$ cat config.mk
export PLATFORM = sky130hd
export DESIGN_NAME = pointer_click_tracker
export DESIGN_NICKNAME = d
export VERILOG_FILES = /design/src/rtl/pct_pkg.sv /design/src/rtl/pointer_click_tracker.sv /design/src/rtl/pct_cfg.sv /design/src/rtl/pct_core.sv
export SDC_FILE = /design/constraint.sdc
export NUM_CORES = 2
export LEC_CHECK = 0
export BUFFER_PORTS_ARGS = -buffer_cell sky130_fd_sc_hd__buf_2
export CAP_MARGIN = 20
export CORE_ASPECT_RATIO = 1.1
export CORE_UTILIZATION = 60
export CTS_CLUSTER_DIAMETER = 150
export DETAILED_ROUTE_END_ITERATION = 8
export MAX_ROUTING_LAYER = met4
export PLACE_DENSITY = 0.83
export SLEW_MARGIN = 5
export SYNTH_ARGS = -nofsm -noshare
export SYNTH_HDL_FRONTEND = slang
export SYNTH_HIERARCHICAL = 1
export SYNTH_SLANG_ARGS = --single-unit
$ cat constraint.sdc
create_clock -name clk_i -period 14.1 [get_ports clk_i]
set_input_delay 2.82 -clock clk_i [delete_from_list [all_inputs] [get_ports clk_i]]
set_output_delay 2.82 -clock clk_i [all_outputs]
set_load 0.005 [all_outputs]
$ cat src/rtl/pct_pkg.sv
package pct_pkg;

  localparam int NumButtons = 5;
  localparam int CoordBits  = 12;
  localparam int TimeBits   = 32;
  localparam int PosBits    = CoordBits + 1;
  localparam int DeltaBits  = CoordBits + 2;
  localparam int SqBits     = 2 * DeltaBits;

  localparam int CfgIdxBits  = 3;
  localparam int CfgDataBits = 16;

  localparam logic [CoordBits-1:0] MaxXReset    = CoordBits'(720);
  localparam logic [CoordBits-1:0] MaxYReset    = CoordBits'(576);
  localparam logic [15:0]          DcWinReset   = 16'd500;
  localparam logic [7:0]           MinMoveReset = 8'd5;
  localparam logic [15:0]          TimeoutReset = 16'd5000;

  localparam logic [2:0] BtnWheelUp   = 3'd5;
  localparam logic [2:0] BtnWheelDown = 3'd6;

  localparam logic [1:0] WheelNone = 2'b00;
  localparam logic [1:0] WheelUp   = 2'b01;
  localparam logic [1:0] WheelDown = 2'b11;

  typedef enum logic [1:0] {
    CmdMotion = 2'd0,
    CmdDown   = 2'd1,
    CmdUp     = 2'd2
  } cmd_e;

  typedef enum logic [CfgIdxBits-1:0] {
    RegMaxX     = 3'd0,
    RegMaxY     = 3'd1,
    RegDcWindow = 3'd2,
    RegMinMove  = 3'd3,
    RegTimeout  = 3'd4,
    RegEnable   = 3'd5
  } cfg_reg_e;

  typedef struct packed {
    logic [CoordBits-1:0] max_x;
    logic [CoordBits-1:0] max_y;
    logic [15:0]          dc_window;
    logic [7:0]           min_move;
    logic [15:0]          timeout;
    logic                 enabled;
  } cfg_t;

  // Pulses from a write to max_x or max_y; the core moves the cursor to center.
  typedef struct packed {
    logic                 recenter_x;
    logic                 recenter_y;
    logic [CoordBits-1:0] center;
  } cfg_upd_t;

  typedef struct packed {
    logic [1:0]                  cmd;
    logic signed [PosBits-1:0]   pos_x;
    logic signed [PosBits-1:0]   pos_y;
    logic [2:0]                  button_code;
    logic [TimeBits-1:0]         timestamp;
  } in_item_t;

  typedef struct packed {
    logic [CoordBits-1:0]        cur_x;
    logic [CoordBits-1:0]        cur_y;
    logic signed [DeltaBits-1:0] delta_x;
    logic signed [DeltaBits-1:0] delta_y;
    logic signed [1:0]           wheel;
    logic [4:0]                  held_mask;
    logic [4:0]                  click_mask;
    logic [4:0]                  double_click_mask;
    logic [4:0]                  hold_mask;
    logic                        is_active;
  } out_item_t;

endpackage

$ cat src/rtl/pointer_click_tracker.sv
// Channel   Direction  Group      Content
// events    in         s_axis_*   tuser: cmd; tdata: pos_x, pos_y, button_code, timestamp
// results   out        m_axis_*   tdata: position, deltas, wheel, button masks, is_active
// config    in         cfg_*      write enable, register index, write data
//
// One event is taken per cycle unless a stalled result blocks it; it passes through
// the input register, and the cursor, button and activity state are updated in the
// cycle it moves into the output register.
// Reset restores the default configuration and the centered cursor.
// A stalled result holds the output register; the input register still takes
// one more request, and further requests wait until the result is taken.
module pointer_click_tracker import pct_pkg::*; (
  input  logic                   clk_i,
  input  logic                   rst_ni,
  input  logic                   s_axis_tvalid,
  output logic                   s_axis_tready,
  // pos_x[12:0], pos_y[25:13], button_code[28:26], timestamp[60:29], zero[63:61]
  input  logic [63:0]            s_axis_tdata,
  // cmd[1:0]
  input  logic [1:0]             s_axis_tuser,
  output logic                   m_axis_tvalid,
  input  logic                   m_axis_tready,
  // cur_x[11:0], cur_y[23:12], delta_x[37:24], delta_y[51:38], wheel[53:52],
  // held_mask[58:54], click_mask[63:59], double_click_mask[68:64],
  // hold_mask[73:69], is_active[74], zero[79:75]
  output logic [79:0]            m_axis_tdata,
  input  logic                   cfg_we_i,
  input  logic [CfgIdxBits-1:0]  cfg_idx_i,
  input  logic [CfgDataBits-1:0] cfg_wdata_i
);

  cfg_t      cfg;
  cfg_upd_t  upd;
  in_item_t  in_q;
  out_item_t res, out_q;
  logic      in_valid_q, out_valid_q, advance;

  assign advance       = in_valid_q && (!out_valid_q || m_axis_tready);
  assign s_axis_tready = !in_valid_q || advance;

  always_ff @(posedge clk_i or negedge rst_ni) begin
    if (!rst_ni) begin
      in_valid_q  <= 1'b0;
      out_valid_q <= 1'b0;
    end else begin
      if (s_axis_tready) begin
        in_valid_q <= s_axis_tvalid;
      end
      if (advance) begin
        out_valid_q <= 1'b1;
      end else if (m_axis_tready) begin
        out_valid_q <= 1'b0;
      end
    end
  end

  always_ff @(posedge clk_i) begin
    if (s_axis_tready && s_axis_tvalid) begin
      in_q.cmd         <= s_axis_tuser;
      in_q.pos_x       <= s_axis_tdata[12:0];
      in_q.pos_y       <= s_axis_tdata[25:13];
      in_q.button_code <= s_axis_tdata[28:26];
      in_q.timestamp   <= s_axis_tdata[60:29];
    end
    if (advance) begin
      out_q <= res;
    end
  end

  pct_cfg u_cfg (
    .clk_i   (clk_i),
    .rst_ni  (rst_ni),
    .we_i    (cfg_we_i),
    .idx_i   (cfg_idx_i),
    .wdata_i (cfg_wdata_i),
    .cfg_o   (cfg),
    .upd_o   (upd)
  );

  pct_core u_core (
    .clk_i  (clk_i),
    .rst_ni (rst_ni),
    .step_i (advance),
    .item_i (in_q),
    .cfg_i  (cfg),
    .upd_i  (upd),
    .res_o  (res)
  );

  assign m_axis_tvalid = out_valid_q;
  assign m_axis_tdata  = {5'b0, out_q.is_active, out_q.hold_mask, out_q.double_click_mask,
                          out_q.click_mask, out_q.held_mask, out_q.wheel, out_q.delta_y,
                          out_q.delta_x, out_q.cur_y, out_q.cur_x};

`ifndef SYNTH
  a_empty_ready: assert property (@(posedge clk_i) disable iff (!rst_ni)
    !in_valid_q |-> s_axis_tready)
    else $error("input stage empty but not ready");

  a_advance_fills: assert property (@(posedge clk_i) disable iff (!rst_ni)
    advance |=> out_valid_q)
    else $error("advanced request lost");

  a_stall_blocks: assert property (@(posedge clk_i) disable iff (!rst_ni)
    (in_valid_q && out_valid_q && !m_axis_tready) |=> in_valid_q)
    else $error("pending request dropped during stall");
`endif

endmodule

$ cat src/rtl/pct_cfg.sv
module pct_cfg import pct_pkg::*; (
  input  logic                   clk_i,
  input  logic                   rst_ni,
  input  logic                   we_i,
  input  logic [CfgIdxBits-1:0]  idx_i,
  input  logic [CfgDataBits-1:0] wdata_i,
  output cfg_t                   cfg_o,
  output cfg_upd_t               upd_o
);

  cfg_t cfg_q, cfg_d;

  always_comb begin
    cfg_d = cfg_q;
    upd_o = '0;
    // Half of the written limit; only the register's own bits take part.
    upd_o.center = {1'b0, wdata_i[CoordBits-1:1]};
    if (we_i) begin
      unique case (cfg_reg_e'(idx_i))
        RegMaxX: begin
          cfg_d.max_x = wdata_i[CoordBits-1:0];
          upd_o.recenter_x = 1'b1;
        end
        RegMaxY: begin
          cfg_d.max_y = wdata_i[CoordBits-1:0];
          upd_o.recenter_y = 1'b1;
        end
        RegDcWindow: cfg_d.dc_window = wdata_i[15:0];
        RegMinMove:  cfg_d.min_move  = wdata_i[7:0];
        RegTimeout:  cfg_d.timeout   = wdata_i[15:0];
        RegEnable:   cfg_d.enabled   = wdata_i[0];
        default: ;
      endcase
    end
  end

  always_ff @(posedge clk_i or negedge rst_ni) begin
    if (!rst_ni) begin
      cfg_q.max_x     <= MaxXReset;
      cfg_q.max_y     <= MaxYReset;
      cfg_q.dc_window <= DcWinReset;
      cfg_q.min_move  <= MinMoveReset;
      cfg_q.timeout   <= TimeoutReset;
      cfg_q.enabled   <= 1'b1;
    end else begin
      cfg_q <= cfg_d;
    end
  end

  assign cfg_o = cfg_q;

endmodule

$ cat src/rtl/pct_core.sv
module pct_core import pct_pkg::*; (
  input  logic      clk_i,
  input  logic      rst_ni,
  input  logic      step_i,
  input  in_item_t  item_i,
  input  cfg_t      cfg_i,
  input  cfg_upd_t  upd_i,
  output out_item_t res_o
);

  logic [CoordBits-1:0]  pos_x_q, pos_x_d, pos_y_q, pos_y_d;
  logic [1:0]            wheel_q, wheel_d;
  logic [NumButtons-1:0] held_q, held_d;
  logic [TimeBits-1:0]   rel_time_q [NumButtons];
  logic [TimeBits-1:0]   last_act_q, last_act_d;
  logic                  active_q, active_d;

  logic signed [DeltaBits-1:0] dx, dy;
  logic signed [SqBits-1:0]    sq_x, sq_y;
  logic [SqBits-1:0]           sq_sum;
  logic [15:0]                 thr;
  logic [NumButtons-1:0]       clicks, dbl, holds, in_window;
  logic [TimeBits-1:0]         idle_gap;
  logic                        hit, still_on;

  function automatic logic [CoordBits-1:0] clamp(logic signed [PosBits-1:0] v,
                                                 logic [CoordBits-1:0] hi);
    logic [CoordBits-1:0] r;
    if (v[PosBits-1]) begin
      r = '0;
    end else if (v[CoordBits-1:0] > hi) begin
      r = hi;
    end else begin
      r = v[CoordBits-1:0];
    end
    return r;
  endfunction

  always_comb begin
    dx = DeltaBits'(item_i.pos_x) - $signed({2'b00, pos_x_q});
    dy = DeltaBits'(item_i.pos_y) - $signed({2'b00, pos_y_q});
    pos_x_d = clamp(item_i.pos_x, cfg_i.max_x);
    pos_y_d = clamp(item_i.pos_y, cfg_i.max_y);

    held_d  = held_q;
    wheel_d = wheel_q;
    case (cmd_e'(item_i.cmd))
      CmdDown: begin
        if (int'(item_i.button_code) < NumButtons) begin
          held_d[item_i.button_code] = 1'b1;
        end else if (item_i.button_code == BtnWheelUp) begin
          wheel_d = WheelUp;
        end else if (item_i.button_code == BtnWheelDown) begin
          wheel_d = WheelDown;
        end
      end
      CmdUp: begin
        if (int'(item_i.button_code) < NumButtons) begin
          held_d[item_i.button_code] = 1'b0;
        end else if (item_i.button_code == BtnWheelUp ||
                     item_i.button_code == BtnWheelDown) begin
          wheel_d = WheelNone;
        end
      end
      default: ;
    endcase

    sq_x   = dx * dx;
    sq_y   = dy * dy;
    sq_sum = SqBits'(sq_x[SqBits-2:0]) + SqBits'(sq_y[SqBits-2:0]);
    thr    = cfg_i.min_move * cfg_i.min_move;

    for (int i = 0; i < NumButtons; i++) begin
      in_window[i] = (item_i.timestamp - rel_time_q[i]) < TimeBits'(cfg_i.dc_window);
    end
    clicks = held_q & ~held_d;
    dbl    = held_d & ~held_q & in_window;
    holds  = held_d & held_q;

    // Any activity this event leaves a gap of zero, so the timeout cannot fire.
    hit        = (sq_sum >= SqBits'(thr)) || (wheel_d != WheelNone) || (|held_d);
    idle_gap   = item_i.timestamp - last_act_q;
    still_on   = active_q && (idle_gap <= TimeBits'(cfg_i.timeout));
    active_d   = hit || still_on;
    last_act_d = hit ? item_i.timestamp : last_act_q;

    res_o.cur_x             = pos_x_d;
    res_o.cur_y             = pos_y_d;
    res_o.delta_x           = dx;
    res_o.delta_y           = dy;
    res_o.wheel             = wheel_d;
    res_o.held_mask         = 5'(held_d);
    res_o.click_mask        = 5'(clicks);
    res_o.double_click_mask = 5'(dbl);
    res_o.hold_mask         = 5'(holds);
    res_o.is_active         = active_d && cfg_i.enabled;
  end

  always_ff @(posedge clk_i or negedge rst_ni) begin
    if (!rst_ni) begin
      pos_x_q    <= MaxXReset >> 1;
      pos_y_q    <= MaxYReset >> 1;
      wheel_q    <= WheelNone;
      held_q     <= '0;
      last_act_q <= '0;
      active_q   <= 1'b1;
      for (int i = 0; i < NumButtons; i++) begin
        rel_time_q[i] <= '0;
      end
    end else begin
      if (step_i) begin
        pos_x_q    <= pos_x_d;
        pos_y_q    <= pos_y_d;
        wheel_q    <= wheel_d;
        held_q     <= held_d;
        last_act_q <= last_act_d;
        active_q   <= active_d;
        for (int i = 0; i < NumButtons; i++) begin
          if (clicks[i]) begin
            rel_time_q[i] <= item_i.timestamp;
          end
        end
      end
      if (upd_i.recenter_x) begin
        pos_x_q <= upd_i.center;
      end
      if (upd_i.recenter_y) begin
        pos_y_q <= upd_i.center;
      end
    end
  end

`ifndef SYNTH
  a_one_button: assert property (@(posedge clk_i) disable iff (!rst_ni)
    step_i |-> $onehot0(held_d ^ held_q))
    else $error("more than one button changed in one event");

  a_click_clears: assert property (@(posedge clk_i) disable iff (!rst_ni)
    (step_i && clicks != '0) |=> ((held_q & $past(clicks)) == '0))
    else $error("released button still held");

  a_hit_active: assert property (@(posedge clk_i) disable iff (!rst_ni)
    (step_i && hit) |=> (active_q && last_act_q == $past(item_i.timestamp)))
    else $error("activity not recorded");
`endif

endmodule

==> run summary <==
STA
---------------------------------------------------------------------------------
Achievable Freq                                                        0.0774 GHz
Final setup violation count                                                     0
Rel. slew slack                                                             0.283
Fin Setup TNS                                                                0 ns
Unrepaired setup endpoints after global routing                                no
Hold Vio Cnt, Final                                                             0
Fin crit share                                                              0.916
Transition at the pin with the smallest max-transition slack              1.08 ns
Final Critical Period                                                    12.92 ns
Fin Clk Skew                                                            0.0372 ns
Number of slew-limit violations in the final report                             0

CTS
---------------------------------------------------------------------------------
Worst skew pair latency                                                   0.64 ns
Clock tree from TritonCTS                                                    done
Clk buf depth                                                                   3
H-tree depth                                                                    2
Count of hold buffers inserted by post-cts repair                               0
Clock sink total                                                              429
Num CTS Buffers                                                                51
Clock Pin Slew Worst Setup and Hold Paths                                 0.06 ns
Cell at the root of the clock tree                                      clkbuf_16

FLOORPLANNING
---------------------------------------------------------------------------------
Number of placement rows                                                      105
Core region area                                                     0.0748 sq mm
I/O pin count                                                                 172
Initial Utilization                                                         0.607
Die area                                                             0.0767 sq mm
Die span in y                                                         290 microns
Floorplan die width                                                   264 microns

WORST SETUP PATH
---------------------------------------------------------------------------------
Worst R2R Path Depth                                                           44
Reg2reg end                                                          u_core/last_act_q[0]$_DFFE_PN0P_
Kind of critical path                                                     reg2reg
Maximum cell stage delay along the critical path                          0.76 ns
CP Data Arrival Time                                                     13.42 ns
Cell with the largest stage delay on the worst path                          fa_1
RR Startpoint                                                        in_q[36]$_DFFE_PP_
Type of element launching the critical path                              register
Cell mode on critical path                                                   fa_1
Worst-path maximum fanout                                                      32
Required time reported for the critical path endpoint                    14.59 ns
Kind of capture point of the worst setup path                            register
R2R setup slack                                                           1.18 ns

GLOBAL ROUTE
---------------------------------------------------------------------------------
Most heavily used metal layer in global routing                              met2
GRT Residual Overflow                                                           0
Antenna violations before repair                                                1
Via count of the first global-routing pass                                  36000
GR Layer Usage met2                                                         0.532
Met1 Track Usage GR                                                         0.355
Met3 Usage GRT                                                             0.0387
Wire length of the first global-routing pass                         182000 microns
Maximum number of pins on one net before global-route repair                  122
Total track usage                                                           0.307

RUN STATUS
---------------------------------------------------------------------------------
Run status                                                           finished clean

SYNTHESIS
---------------------------------------------------------------------------------
Top post-synthesis cells by area                                     fa_1 17%, dfrtp_1 15%, ha_1 14%, edfxtp_1 9.1%, inv_1 6.7%
Leading area contributor after synthesis                                     fa_1
Fraction of post-synthesis cell area in the top cell type by area           0.167
Synthesis-stage register bit count                                            429
Async S/R FF share, synth                                                   0.678
Most instantiated flip-flop cell in the synthesis netlist                 dfrtp_1
Register area share after synthesis                                         0.253
Synth cell count leaders                                             813 x inv_1, 510 x ha_1, 378 x fa_1
Synthesized instance count                                                   4724
Count of flip-flops with a built-in enable after synthesis                    138
Library cell with the highest instance count after synthesis                inv_1
Unique cell type count in the Yosys netlist                                   115
Post-synthesis average cell area                                       9.60 sq um
Warning count from the yosys run                                                6
Combined area of all synthesized cells                               0.0454 sq mm

FINAL LAYOUT
---------------------------------------------------------------------------------
Area added between synthesis and finish                                     8.45%
Layout cells sized above 1                                                  0.125
Final-stage net count                                                        5884

ROUTING
---------------------------------------------------------------------------------
Routed Antenna Nets                                                             0
Number of DRC violations after detailed routing                                 0
Drt wl/cell                                                          19.1 microns
Via Count                                                                   35000
Drt initial violations                                                       2069
Wirelength, routed                                                   113000 microns
Number of optimization iterations in the first detailed-route pass              5
Post-detailed-route via-to-cell ratio                                        5.92

WORST HOLD PATH
---------------------------------------------------------------------------------
WHS Endpoint                                                         u_core/last_act_q[18]$_DFFE_PN0P_
Depth of the worst hold-timing path                                             1
Hold Crit Start                                                      u_core/last_act_q[18]$_DFFE_PN0P_
HP Class                                                                  reg2reg

PLACE
---------------------------------------------------------------------------------
Count of input and output buffers                                             163
DP Wirelength                                                        87500 microns
Final weighted congestion in routability-driven placement                   0.943

JOB
---------------------------------------------------------------------------------
Max-capacitance violation count                                                 0

-- cell usage in the layout (no fill, tap or decap), types with 56 or more instances in the layout --
cell	synthesis	layout
nor2_1	368	368
nand2_1	271	271
edfxtp_1	138	138
buf_2	5	162
buf_4	19	56
o21ai_0	187	187
nor3_1	61	61
inv_1	813	813
xnor2_1	153	153
a21oi_1	236	236
mux2_2	210	210
dfrtp_1	264	264
xor2_1	59	59
mux2i_1	71	71
fa_1	378	378
nand3_1	58	58
a21o_1	113	113
ha_1	510	510
-- how the worst max path moves through the flow --
stage | start | endpoint | depth (start not counted) | slack (ns)
global route | in_q[36]$_DFFE_PP_ | u_core/last_act_q[1]$_DFFE_PN0P_ | 44 | 0.10
floorplan | in_q[36]$_DFFE_PP_ | u_core/last_act_q[10]$_DFFE_PN0P_ | 46 | 3.08
CTS | in_q[36]$_DFFE_PP_ | u_core/last_act_q[0]$_DFFE_PN0P_ | 44 | 1.04
global placement | in_q[36]$_DFFE_PP_ | u_core/last_act_q[0]$_DFFE_PN0P_ | 44 | 1.48
finish | in_q[36]$_DFFE_PP_ | u_core/last_act_q[0]$_DFFE_PN0P_ | 44 | 1.18
detailed placement | in_q[36]$_DFFE_PP_ | u_core/last_act_q[0]$_DFFE_PN0P_ | 44 | 1.15
-- layer usage --
| layer | routed length, microns | up-vias | share of wire |
|---|---|---|---|
| li1 | - | 16300 | - |
| met3 | 6170 | 360 | 0.055 |
| met5 | 0 | - | 0 |
| met2 | 56900 | 1137 | 0.50 |
| met1 | 44100 | 17200 | 0.39 |
| met4 | 5810 | 0 | 0.051 |
-- worst max-delay path, delay by kind of cell (launching register included) --
kind | cells | cell delay (ns)
xor gates and xnor gates | 1 | 0.17
and+or+nand+nor | 13 | 3.11
adders and majority gates | 9 | 4.30
buffers and inverters | 5 | 0.96
AOI/OAI and AO/OA | 15 | 3.38
muxes | 1 | 0.39
DFF | 1 | 0.46
-- timing repair --
item / 4_1_cts / 5_1_grt
gates resized for setup: 0 / 1
setup buffers: 0 / 0
setup endpoints to repair: 0 / 32
-- metrics by stage --
stage	util	setup WS (ns)	cells	instance area [sq um]	hold WS, ns
final	0.658	1.18	5914	49200	0.487
after global routing	0.658	0.101	5912	49200	0.499
after CTS	0.658	1.04	5911	49200	0.494
after detailed placement	0.633	1.15	5815	47300	0.481
after global placement	0.633	1.48	5815	47300	0.469
after floorplan	-	3.08	4730	45400	0.454
-- flip-flops by register name, summed over array words and instances (netlist names) --
name and count:
u_core/rel_time_q 160, u_core/active_q 1, u_core/last_act_q 32, in_q 63
u_core/held_q 5, m_axis_tdata 75, u_core/pos_y_q 12, u_core/wheel_q 2
in_valid_q 1, u_core/pos_x_q 12, u_cfg/cfg_o 65, m_axis_tvalid 1
-- kinds of logic after synthesis --
logic type,Yosys count,share of synthesized area
and+or+nand+nor,1067,0.112
DFF,429,0.253
adders and majority gates,888,0.307
other,4,0.000331
buffers and inverters,923,0.0794
muxes,331,0.0818
xor gates and xnor gates,212,0.0409
AOI/OAI and AO/OA,870,0.125
-- area by class of cell --
cell class	instances	area [sq um]
Timing Repair Buffer	220	1260
Fill cell	5742	25500
Tap cell	963	1200
Antenna cell	2	5.00
Clock buffer	60	1380
Inverter	826	3100
Clock inverter	36	457
Multi-Input combinational cell	3378	30300
Sequential cell	429	11500
Power is left out: the tool's default activity adds up to more than one toggle a clock period on the data nets, which glitch-free logic cannot reach.
